===== config.mk =====
export PLATFORM = sky130hd
export DESIGN_NAME = pwm_prescaler_period_solver
export DESIGN_NICKNAME = d
export VERILOG_FILES = /design/src/rtl/core/pwmps_pkg.sv /design/src/rtl/core/pwmps_front.sv /design/src/rtl/core/pwmps_queue.sv /design/src/rtl/core/pwmps_back.sv /design/src/rtl/core/pwm_prescaler_period_solver.sv
export SDC_FILE = /design/constraint.sdc
export NUM_CORES = 1
export LEC_CHECK = 0
export ABC_AREA = 1
export BUFFER_PORTS_ARGS = -buffer_cell sky130_fd_sc_hd__buf_2
export CORE_MARGIN = 2
export CORE_UTILIZATION = 59
export DETAILED_ROUTE_END_ITERATION = 12
export GPL_TIMING_DRIVEN = 0
export PLACE_DENSITY_LB_ADDON = 0.25
export SETUP_SLACK_MARGIN = 0.2
export SYNTH_ARGS = -nofsm -noshare
export SYNTH_HDL_FRONTEND = slang
export SYNTH_SLANG_ARGS = --single-unit

===== constraint.sdc =====
create_clock -name clk -period 14 [get_ports clk]
set_clock_uncertainty 0.1 [all_clocks]
set_input_delay 2.8 -clock clk [delete_from_list [all_inputs] [get_ports clk]]
set_output_delay 2.8 -clock clk [all_outputs]
set_load 0.05 [all_outputs]

===== src/rtl/core/pwmps_pkg.sv =====
// shared types and constants of the pwm prescaler and period solver
package pwmps_pkg;

  // channel count and field widths
  localparam int CHANNELS = 4;
  localparam int CH_W     = 2;
  localparam int MODE_W   = 3;
  localparam int FREQ_W   = 32;
  localparam int DUTY_W   = 17;
  localparam int PRE_W    = 4;
  localparam int PER_W    = 16;
  localparam int CMP_W    = 17;

  // command queue between front and back
  localparam int QDEPTH   = 2;
  localparam int QPTR_W   = 1;
  localparam int QCNT_W   = 2;

  // reset values
  localparam logic [FREQ_W-1:0] CLOCK_RESET = 32'd80000000;
  localparam logic [FREQ_W-1:0] FREQ_RESET  = 32'd1000;

  // solver limits
  localparam logic [DUTY_W-1:0] FULL_DUTY      = 17'd65536;
  localparam logic [PER_W-1:0]  PERIOD_MAX     = 16'd65535;
  localparam logic [FREQ_W-1:0] LOW_FREQ_LIMIT = 32'd100000;
  // lowest q >> i that still fits: minimum period plus one
  localparam logic [FREQ_W-1:0] MIN_LOW_V      = 32'd1001;
  localparam logic [FREQ_W-1:0] MIN_HIGH_V     = 32'd201;
  // highest q >> i that still fits: period max plus one
  localparam logic [FREQ_W-1:0] MAX_V          = 32'd65536;
  localparam logic [PRE_W-1:0]  LAST_DIV       = 4'd15;

  // command codes
  typedef enum logic [MODE_W-1:0] {
    MODE_FREQ    = 3'd0,
    MODE_DUTY    = 3'd1,
    MODE_BOTH    = 3'd2,
    MODE_DISABLE = 3'd3,
    MODE_REAPPLY = 3'd4
  } mode_t;

  // one solve job: channel plus its settings after the update
  typedef struct packed {
    logic [CH_W-1:0]   ch;
    logic [FREQ_W-1:0] freq;
    logic [DUTY_W-1:0] duty;
  } job_t;

  // one solved result
  typedef struct packed {
    logic [CH_W-1:0]  ch;
    logic [PRE_W-1:0] pre;
    logic [PER_W-1:0] per;
    logic [CMP_W-1:0] cmp;
    logic             err;
  } res_t;

endpackage


===== src/rtl/core/pwmps_front.sv =====
// command front end: per-channel settings store and job issue
module pwmps_front import pwmps_pkg::*; (
  input  logic              clk,
  input  logic              rst,
  input  logic              in_valid,
  output logic              in_ready,
  input  logic [MODE_W-1:0] in_mode,
  input  logic [CH_W-1:0]   in_ch,
  input  logic [FREQ_W-1:0] in_freq,
  input  logic [DUTY_W-1:0] in_duty,
  output logic              push,
  output job_t              push_job,
  input  logic              q_full
);

  logic [FREQ_W-1:0] stored_frequency [CHANNELS];
  logic [DUTY_W-1:0] stored_duty      [CHANNELS];

  logic              take;
  logic              ch_ok;
  logic [DUTY_W-1:0] duty_sat;
  logic [FREQ_W-1:0] freq_next;
  logic [DUTY_W-1:0] duty_next;

  assign in_ready = !q_full;
  assign take     = in_valid && in_ready;
  assign ch_ok    = int'(in_ch) < CHANNELS;
  assign duty_sat = (in_duty > FULL_DUTY) ? FULL_DUTY : in_duty;

  // new settings of the addressed channel
  always_comb begin
    freq_next = stored_frequency[in_ch];
    duty_next = stored_duty[in_ch];
    case (mode_t'(in_mode))
      MODE_FREQ: begin
        freq_next = in_freq;
      end
      MODE_DUTY: begin
        duty_next = duty_sat;
      end
      MODE_BOTH: begin
        freq_next = in_freq;
        duty_next = duty_sat;
      end
      MODE_DISABLE: begin
        duty_next = '0;
      end
      default: begin
      end
    endcase
  end

  // settings store
  always_ff @(posedge clk) begin
    if (rst) begin
      for (int c = 0; c < CHANNELS; c++) begin
        stored_frequency[c] <= FREQ_RESET;
        stored_duty[c]      <= '0;
      end
    end else if (take && ch_ok) begin
      stored_frequency[in_ch] <= freq_next;
      stored_duty[in_ch]      <= duty_next;
    end
  end

  // job to the queue; channels out of range are dropped
  assign push          = take && ch_ok;
  assign push_job.ch   = in_ch;
  assign push_job.freq = freq_next;
  assign push_job.duty = duty_next;

endmodule


===== src/rtl/core/pwmps_queue.sv =====
// short job queue between command front end and solver
module pwmps_queue import pwmps_pkg::*; (
  input  logic clk,
  input  logic rst,
  input  logic push,
  input  job_t push_job,
  output logic full,
  input  logic pop,
  output logic valid,
  output job_t pop_job
);

  job_t              mem [QDEPTH];
  logic [QPTR_W-1:0] wptr;
  logic [QPTR_W-1:0] rptr;
  logic [QCNT_W-1:0] count;

  assign full    = count == QCNT_W'(QDEPTH);
  assign valid   = count != '0;
  assign pop_job = mem[rptr];

  // storage
  always_ff @(posedge clk) begin
    if (push) begin
      mem[wptr] <= push_job;
    end
  end

  // pointers and fill count
  always_ff @(posedge clk) begin
    if (rst) begin
      wptr  <= '0;
      rptr  <= '0;
      count <= '0;
    end else begin
      if (push) begin
        wptr <= wptr + 1'b1;
      end
      if (pop) begin
        rptr <= rptr + 1'b1;
      end
      case ({push, pop})
        2'b10:   count <= count + 1'b1;
        2'b01:   count <= count - 1'b1;
        default: count <= count;
      endcase
    end
  end

endmodule


===== src/rtl/core/pwmps_back.sv =====
// solver: serial divide, prescaler search, compare multiply, result register
module pwmps_back import pwmps_pkg::*; (
  input  logic              clk,
  input  logic              rst,
  input  logic [FREQ_W-1:0] clock_hz,
  input  logic              q_valid,
  input  job_t              q_job,
  output logic              pop,
  output logic              out_valid,
  input  logic              out_ready,
  output res_t              out_res
);

  typedef enum logic [2:0] {
    ST_IDLE,
    ST_DIV,
    ST_SEARCH,
    ST_MUL,
    ST_DONE
  } state_t;

  state_t            state;
  job_t              job;
  logic [FREQ_W-1:0] rem;
  logic [FREQ_W-1:0] dq;
  logic [4:0]        cnt;
  logic [PRE_W-1:0]  idx;
  logic [PRE_W-1:0]  pre;
  logic [PER_W-1:0]  per;
  logic              err;
  logic [CMP_W-1:0]  cmp;

  logic [FREQ_W:0]   rem_sh;
  logic              rem_ge;
  logic [FREQ_W-1:0] min_v;
  logic              fits;
  logic [FREQ_W-1:0] v_dec;
  logic [CMP_W-1:0]  per_inc;
  logic [2*CMP_W-1:0] prod;

  // one restoring divide step
  assign rem_sh = {rem, dq[FREQ_W-1]};
  assign rem_ge = rem_sh >= {1'b0, job.freq};

  // range test on q >> idx, held in dq during the search
  assign min_v = (job.freq < LOW_FREQ_LIMIT) ? MIN_LOW_V : MIN_HIGH_V;
  assign fits  = (dq >= min_v) && (dq <= MAX_V);
  assign v_dec = dq - 1'b1;

  // compare value
  assign per_inc = {1'b0, per} + 1'b1;
  assign prod    = job.duty * per_inc;

  assign pop = (state == ST_IDLE) && q_valid;

  // sequencer with result register
  always_ff @(posedge clk) begin
    if (rst) begin
      state     <= ST_IDLE;
      out_valid <= 1'b0;
    end else begin
      // result register handshake
      if ((state == ST_DONE) && (!out_valid || out_ready)) begin
        out_valid <= 1'b1;
      end else if (out_valid && out_ready) begin
        out_valid <= 1'b0;
      end
      case (state)
        ST_IDLE: begin
          if (q_valid) begin
            job <= q_job;
            if (q_job.freq == '0) begin
              pre   <= '0;
              per   <= PERIOD_MAX;
              err   <= 1'b1;
              state <= ST_MUL;
            end else begin
              rem   <= '0;
              dq    <= clock_hz;
              cnt   <= '0;
              state <= ST_DIV;
            end
          end
        end
        ST_DIV: begin
          rem <= rem_ge ? FREQ_W'(rem_sh - {1'b0, job.freq}) : rem_sh[FREQ_W-1:0];
          dq  <= {dq[FREQ_W-2:0], rem_ge};
          cnt <= cnt + 1'b1;
          idx <= '0;
          if (cnt == 5'd31) begin
            state <= ST_SEARCH;
          end
        end
        ST_SEARCH: begin
          if (fits) begin
            pre   <= idx;
            per   <= v_dec[PER_W-1:0];
            err   <= 1'b0;
            state <= ST_MUL;
          end else if (idx == LAST_DIV) begin
            pre <= '0;
            err <= 1'b1;
            if (dq == '0) begin
              per <= '0;
            end else if (dq > MAX_V) begin
              per <= PERIOD_MAX;
            end else begin
              per <= v_dec[PER_W-1:0];
            end
            state <= ST_MUL;
          end else begin
            dq  <= dq >> 1;
            idx <= idx + 1'b1;
          end
        end
        ST_MUL: begin
          cmp   <= prod[CMP_W+15:16];
          state <= ST_DONE;
        end
        ST_DONE: begin
          if (!out_valid || out_ready) begin
            out_res.ch  <= job.ch;
            out_res.pre <= pre;
            out_res.per <= per;
            out_res.cmp <= cmp;
            out_res.err <= err;
            state       <= ST_IDLE;
          end
        end
        default: begin
          state <= ST_IDLE;
        end
      endcase
    end
  end

endmodule


===== src/rtl/core/pwm_prescaler_period_solver.sv =====
// top level of the pwm prescaler and period solver
// a zero frequency skips the divider and search; else the job passes the serial divider,
//   then up to 16 prescaler search steps, then the compare multiply and result register
// the back end solves one command at a time and takes the next only once the last result
//   is in the result register; the two-entry queue lets the front take commands meanwhile
// reset: rst synchronous, high; clock_hz returns to 80000000, every channel to
//   frequency 1000 and duty 0, queue and result register empty
module pwm_prescaler_period_solver import pwmps_pkg::*; (
  input  logic        clk,
  input  logic        rst,
  // configuration: clock_hz
  input  logic        cfg_we,
  input  logic [31:0] cfg_wdata,
  // command stream
  input  logic        s_axis_tvalid,
  output logic        s_axis_tready,
  input  logic [55:0] s_axis_tdata,   // channel_index, frequency, duty_q16, zero pad
  input  logic [2:0]  s_axis_tuser,   // mode
  // result stream
  output logic        m_axis_tvalid,
  input  logic        m_axis_tready,
  output logic [39:0] m_axis_tdata,   // out_channel, prescale_log2, period, compare, zero pad
  output logic        m_axis_tuser    // range_error
);

  logic [FREQ_W-1:0] clock_hz;
  logic              push;
  job_t              push_job;
  logic              q_full;
  logic              pop;
  logic              q_valid;
  job_t              q_job;
  res_t              res;

  // clock frequency register
  always_ff @(posedge clk) begin
    if (rst) begin
      clock_hz <= CLOCK_RESET;
    end else if (cfg_we) begin
      clock_hz <= cfg_wdata;
    end
  end

  // front end
  pwmps_front u_front (
    .clk      (clk),
    .rst      (rst),
    .in_valid (s_axis_tvalid),
    .in_ready (s_axis_tready),
    .in_mode  (s_axis_tuser),
    .in_ch    (s_axis_tdata[1:0]),
    .in_freq  (s_axis_tdata[33:2]),
    .in_duty  (s_axis_tdata[50:34]),
    .push     (push),
    .push_job (push_job),
    .q_full   (q_full)
  );

  // job queue
  pwmps_queue u_queue (
    .clk      (clk),
    .rst      (rst),
    .push     (push),
    .push_job (push_job),
    .full     (q_full),
    .pop      (pop),
    .valid    (q_valid),
    .pop_job  (q_job)
  );

  // solver back end
  pwmps_back u_back (
    .clk       (clk),
    .rst       (rst),
    .clock_hz  (clock_hz),
    .q_valid   (q_valid),
    .q_job     (q_job),
    .pop       (pop),
    .out_valid (m_axis_tvalid),
    .out_ready (m_axis_tready),
    .out_res   (res)
  );

  // result packing
  assign m_axis_tdata = {1'b0, res.cmp, res.per, res.pre, res.ch};
  assign m_axis_tuser = res.err;

`ifndef SYNTHESIS
  // a solved period never sits below the smallest minimum
  a_period_floor: assert property (@(posedge clk) disable iff (rst)
    m_axis_tvalid && !m_axis_tuser |-> m_axis_tdata[21:6] >= 16'd200)
    else $error("solved period below minimum");

  // compare never exceeds period plus one
  a_cmp_bound: assert property (@(posedge clk) disable iff (rst)
    m_axis_tvalid |-> {1'b0, m_axis_tdata[38:22]} <= {2'b0, m_axis_tdata[21:6]} + 18'd1)
    else $error("compare above period plus one");

  // an error result carries prescaler zero
  a_err_pre: assert property (@(posedge clk) disable iff (rst)
    m_axis_tvalid && m_axis_tuser |-> m_axis_tdata[5:2] == 4'd0)
    else $error("error result with nonzero prescaler");

  // the queue is not written while full
  a_no_overflow: assert property (@(posedge clk) disable iff (rst)
    q_full |-> !push)
    else $error("job queue overflow");
`endif

endmodule


# Word level (Yosys, flattened, before mapping)
# Memories as Yosys holds them, arrays and structs flattened. A register that Yosys moved wholly into a read port is not among the register bits.
# Index checks and enable logic that the tools add are counted.
[word_totals]
regBits = 242
ram_bits = 298
n_memories = 3
output_inout_bits = 43
latchBits = 0
inputBits = 96
rom_bits = 0
[memory_table]
columns = ["name", "words", "width", "read_ports", "rd_ports_with_merged_regs", "write_ports", "line_no", "rtl"]
rows = [
  ["u_front.stored_frequency", 4, 32, 1, 0, 4, "pwmps_front.sv:16", "logic [FREQ_W-1:0] stored_frequency [CHANNELS];"],
  ["u_queue.mem", 2, 51, 1, 1, 1, "pwmps_queue.sv:13", "job_t mem [QDEPTH];"],
  ["u_front.stored_duty", 4, 17, 1, 0, 4, "pwmps_front.sv:17", "logic [DUTY_W-1:0] stored_duty [CHANNELS];"],
]
[op_classes]
bitwise_logic = 1
n_reduce_logical = 31
addsub = 9
mul = 1
n_eq_ne = 20
n_shift = 0
muxes = 60
order_cmp = 6
div = 0
[op_table]
columns = ["cell", "count"]
rows = [
  ["$mux W32", 9],
  ["$mux W16", 6],
  ["$pmux W32 S3", 1],
  ["$logic_not A32 Y1", 2],
  ["$pmux W32 S2", 1],
  ["$mux W17", 2],
  ["$pmux W17 S2", 1],
  ["$ge A33 B32 Y1", 1],
  ["$mul A17 B17 Y33", 1],
  ["$ge A32 B10 Y1", 1],
  ["$gt A32 B17 Y1 const B", 1],
  ["$le A32 B17 Y1 const B", 1],
  ["$lt A32 B17 Y1 const B", 1],
  ["$pmux W16 S2", 1],
  ["$reduce_or A32 Y1", 1],
  ["$sub A32 B32 Y32", 1],
  ["$mux W4", 6],
  ["$add A16 B1 Y17 const B", 1],
  ["$gt A17 B17 Y1 const B", 1],
  ["$reduce_or A17 Y1", 1],
  ["$mux W1", 16],
  ["$pmux W4 S2", 2],
  ["$sub A16 B1 Y16 const B", 1],
  ["$mux W3", 5],
  ["35 further kinds", 64],
]

# Longest topological paths before layout
[depth]
word_depth = 8
ltp_mapped = 35
mapped_depth_nobuf = 34

# By module
# From an unflattened synthesis, not the netlist that was laid out.
[hier_totals]
hier_cells = 4007
hier_area_um2 = 36198.5
[modules_own_cells]
columns = ["module", "instances", "cells_each", "area_each_um2"]
rows = [
  ["pwmps_back", 1, 2622, 21115.3],
  ["pwmps_front", 1, 1004, 9645.5],
  ["pwmps_queue", 1, 192, 4161.5],
  ["pwm_prescaler_period_solver", 1, 189, 1276.2],
]

# Worst setup path before layout
# No wires, ideal clock.
[synth_path]
kind = "input -> register"
start = "input s_axis_tdata[1]"
end = "memory u_front.stored_duty[3][0] (enable)"
path_stages = 4
setup_slack_ns = 6.278
t_arrival_ns = 7.092
n_path_buf = 2
required_time_ns = 13.371
cell_sequence = "clkbuf_1 inv_1 buf_1 o31ai_1"
[synth_rtl]
columns = ["item", "line_no", "rtl"]
rows = [
  ["from (decl)", "pwm_prescaler_period_solver.sv:17", "input logic [55:0] s_axis_tdata,"],
  ["to (decl)", "pwmps_front.sv:17", ""],
]

# Final worst setup path
[layout_path]
start = "register u_back.per[0]"
end = "register u_back.cmp[12], data pin"
[layout_between]
elab_chain_len = 2
[layout_rtl]
columns = ["item", "line_no", "rtl"]
rows = [
  ["from (decl)", "pwmps_back.sv:29", "logic [PER_W-1:0] per;"],
  ["from (signal assigned)", "pwmps_back.sv:97", "per <= v_dec[PER_W-1:0];"],
  ["from (signal assigned)", "pwmps_back.sv:108", "per <= v_dec[PER_W-1:0];"],
  ["$add A16 B1 Y17", "pwmps_back.sv:51", "assign per_inc = {1'b0, per} + 1'b1;"],
  ["$mul A17 B17 Y33", "pwmps_back.sv:52", "assign prod = job.duty * per_inc;"],
  ["named net u_back.prod[28]", "pwmps_back.sv:39", "logic [2*CMP_W-1:0] prod;"],
  ["to (signal assigned)", "pwmps_back.sv:117", "cmp <= prod[CMP_W+15:16];"],
  ["to (decl)", "pwmps_back.sv:31", "logic [CMP_W-1:0] cmp;"],
]
# The timed path passes the listed nets, and every way through them passes these cells.
# A chain may end at the register's enable or synchronous reset.

==> impl_metrics.py <==
metrics = {
    "die": {
        "die_h_um": 248,
        "initial_core_util_pct": 59.6,
        "io_pins": 139,
        "fp.dieW_um": 248,
        "fp-row-count": 89,
        "die-area_um2": 61600,
        "core_um2": 59000,
    },
    "timing": {
        "final_hold_viol_count": 0,
        "relSlewSlack_pct": 25.0,
        "slew_viol_final": 0,
        "fmax_ghz": 0.130,
        "grt_setup_unrepaired": "no",
        "period_needed_ns": 7.71,
        "setup_viol": 0,
        "tightest_slew_ns": 1.12,
        "fin_setup_tns_ns": 0,
        "period_share_pct": 55.1,
    },
    "layout": {
        "area_growth_pct": 10.6,
        "diodes": 0,
        "layout-drive-gt1-share_pct": 8.37,
        "stdcell_area_um2": 38900,
        "final_cell_count_no_fill": 4955,
        "nets": 4600,
    },
    "placement": {
        "placedCellCount": 4852,
        "io_buffers": 132,
        "postPlaceCellArea_um2": 37100,
        "place_hpwl_um": 67500,
        "gp_congestion": 0.966,
    },
    "logic_synthesis": {
        "synthTopCellsByArea": "edfxtp_1 (43%), fa_1 (13%), nand2_1 (9.9%)",
        "yosys_register_bits": 541,
        "yosys.area.top_type": "edfxtp_1",
        "syn_nets": 4395,
        "ys_types": 55,
        "ys_async_sr_fraction_pct": 0,
        "synth_edf_count": 500,
        "yosysSeqAreaShare_pct": 45.0,
        "syn_avg_cell_area_um2": 8.94,
        "yosysWarnings": 0,
        "synth_cells": 3932,
        "netlist_area_um2": 35200,
        "synth_top_area_share_pct": 42.7,
        "ys.flop_type": "edfxtp_1",
    },
    "clock_tree": {
        "postCtsHoldBufs": 0,
        "clkTransAtPathRegs_ns": 0.07,
        "cts-buffers-inserted": 56,
        "htree_levels": 2,
        "tritoncts": "built",
        "cts_setup_buffers": 0,
        "cts_root_buf": "clkbuf_16",
        "ctsResizeCount": 0,
        "clock-sinks": 541,
        "clkLatencyLatePin_ns": 0.64,
        "clockBufferDepth": 3,
    },
    "route": {
        "drc": 0,
        "first_pass_iters": 7,
        "wire_per_inst_um": 17.9,
        "wirelength_um": 88500,
        "ant_nets": 0,
        "vias_per_cell": 5.49,
        "vias": 27200,
        "drt_iter0_markers": 2522,
    },
    "global_routing": {
        "top_usage_layer": "met2",
        "grt_util_met3_pct": 4.49,
        "gr-usage-all-layers_pct": 29.5,
        "grt_pass1_wl_um": 141000,
        "met1_usage_pct": 39.7,
        "grt_max_degree": 38,
        "antenna_found_initial": 0,
        "overflow": 0,
        "grt_pass1_vias": 26800,
        "grt_use_met2_pct": 49.0,
    },
    "flow_run": {
        "timing.max_cap.violations": 0,
    },
    "pwr": {
        "comb_power_share_pct": 34.5,
        "p_clk_share_pct": 25.7,
        "peakVddDrop_v": 0.000104,
        "leakagePower_nw": 17.8,
        "p_sw_mw": 2.14,
        "sw_frac_of_total_pct": 37.8,
        "seq_power_share_pct": 39.8,
        "p_int_mw": 3.52,
        "power.density_nw_per_um2": 146,
    },
    "setup_path": {
        "crit_family": "adder cells",
        "r2r-end": "u_back.cmp[12]",
        "r2r_slack_ns": 6.29,
        "critPathSlowestCell": "fa_1",
        "rr_worst_depth": 29,
        "rr_startpoint": "u_back.per[0]",
        "crit_path_frequent_cell": "nand2_1",
        "crit_required_ns": 14.28,
        "crit_fanout": 10,
        "max_stage_delay_ns": 0.62,
        "worst-path-buf-inv": 6,
        "worst-path-stages": 29,
        "arrival_ns": 7.99,
        "crit_type": "flip-flop to flip-flop",
        "startpoint_type": "flip-flop",
        "end_kind": "flip-flop",
    },
    "min_path": {
        "min_path_cells": 0,
        "holdCritPathClass": "flip-flop to flip-flop",
        "min_to": "u_back.out_res[2]",
        "hold_start": "u_back.cmp[1]",
    },
    "status": {
        "status": "complete, no violations",
    },
}
-- state kept, by name, indices dropped and copies added (netlist names), named ones only --
signal                    count
u_front.stored_frequency    128
u_queue.mem                 102
u_front.stored_duty          68
u_back.job                   51
u_back.out_res               40
clock_hz                     32
u_back.dq                    32
u_back.rem                   32
u_back.cmp                   17
u_back.per                   16
u_back.cnt                    5
u_back.idx                    4
u_back.pre                    4
u_back.state                  3
u_queue.count                 2
u_back.err                    1
u_back.out_valid              1
u_queue.rptr                  1
u_queue.wptr                  1
-- worst max path at each step --
stage,from,end,slack (ns)
2_1_floorplan,s_axis_tdata[1],u_front.stored_duty[3][0],6.28
3_3_place_gp,s_axis_tdata[1],u_front.stored_duty[3][12],2.75
3_5_place_dp,u_back.per[0],u_back.cmp[12],6.34
4_1_cts,u_back.per[0],u_back.cmp[12],6.32
5_1_grt,u_back.per[0],u_back.cmp[12],5.82
6_report,u_back.per[0],u_back.cmp[12],6.29
-- cell usage after synthesis (4+ instances only) --
cell type,count
or2_2,6
nand3_1,117
buf_6,4
nor3_1,24
buf_4,6
inv_1,691
clkinv_1,11
nand2_1,927
clkbuf_1,81
nor2_4,6
nor2_2,11
xnor2_1,8
o22ai_1,32
a21o_1,10
a31oi_1,7
nor2_1,575
a221o_1,16
fa_1,222
ha_1,145
nand2_2,10
nand3b_1,5
nand4_1,22
buf_2,27
a21oi_1,106
o221ai_1,30
xor2_1,24
nor4_1,12
edfxtp_1,500
inv_2,16
dfxtp_1,41
o21bai_1,35
o21ai_0,158
buf_1,10
-- kinds of logic after synthesis --
logic type                 Yosys count  synth area share (%)
other                                1                0.0107
adders and majority gates          367                  17.8
DFF                                541                  45.0
buffers and inverters              848                  9.34
AOI/OAI and AO/OA                  411                  7.01
xor gates and xnor gates            33                 0.876
and+or+nand+nor                   1731                  19.9
-- power by group through the flow --
| stage | Combinational (mW) | Sequential [mW] | Clock [mW] |
|---|---|---|---|
| 2_1_floorplan | 1.39 | 2.25 | 0 |
| 3_3_place_gp | 1.87 | 2.29 | 0 |
| 3_5_place_dp | 1.92 | 2.28 | 0 |
| 4_1_cts | 1.94 | 2.25 | 1.47 |
| 5_1_grt | 2.20 | 2.27 | 1.53 |
| 6_report | 1.95 | 2.25 | 1.45 |
-- layout make-up --
class	count	area (um^2)
clock inverter	39	329
buffer	129	582
sequential	541	15800
multi-input combinational	2543	16100
tap	773	967
fill	4858	20200
clock buffer	64	1450
timing repair buffer	147	901
inverter	719	2700
-- worst register-to-register path, delay by kind of cell (launching register included) --
family                     cells  cell delay (ns)
AOI/OAI and AO/OA              4             0.92
adders and majority gates      8             3.88
and+or+nand+nor               11             1.34
DFF                            1             0.53
buffers and inverters          6             0.71
-- per-stage QoR --
stage	hold WS (ns)	worst slack, ns	util (%)	total power [mW]
after global routing	0.326	5.82	65.9	6.00
after global placement	0.302	2.75	62.3	4.16
final	0.319	6.29	65.9	5.66
after detailed placement	0.305	6.34	62.8	4.20
after floorplan	0.300	6.28	-	3.64
after CTS	0.320	6.32	65.9	5.65
-- cells in the final DEF, fill, tap and decap left out, types with 35 or more instances in the layout --
master and instances:
nand2_1 924, inv_1 690, nor2_1 569, edfxtp_1 500, fa_1 222, buf_2 159, o21ai_0 158, ha_1 145
nand3_1 117, a21oi_1 106, clkbuf_1 88, clkbuf_16 57, dfxtp_1 41, o21bai_1 35
-- metal layers --
| metal | vias up | share of wire, % |
|---|---|---|
| li1 | 12900 | - |
| met1 | 12900 | 41 |
| met2 | 1153 | 47 |
| met3 | 218 | 8.2 |
| met4 | 0 | 3.5 |
| met5 | - | 0 |
No activity file was read; power rests on OpenSTA's default activity.
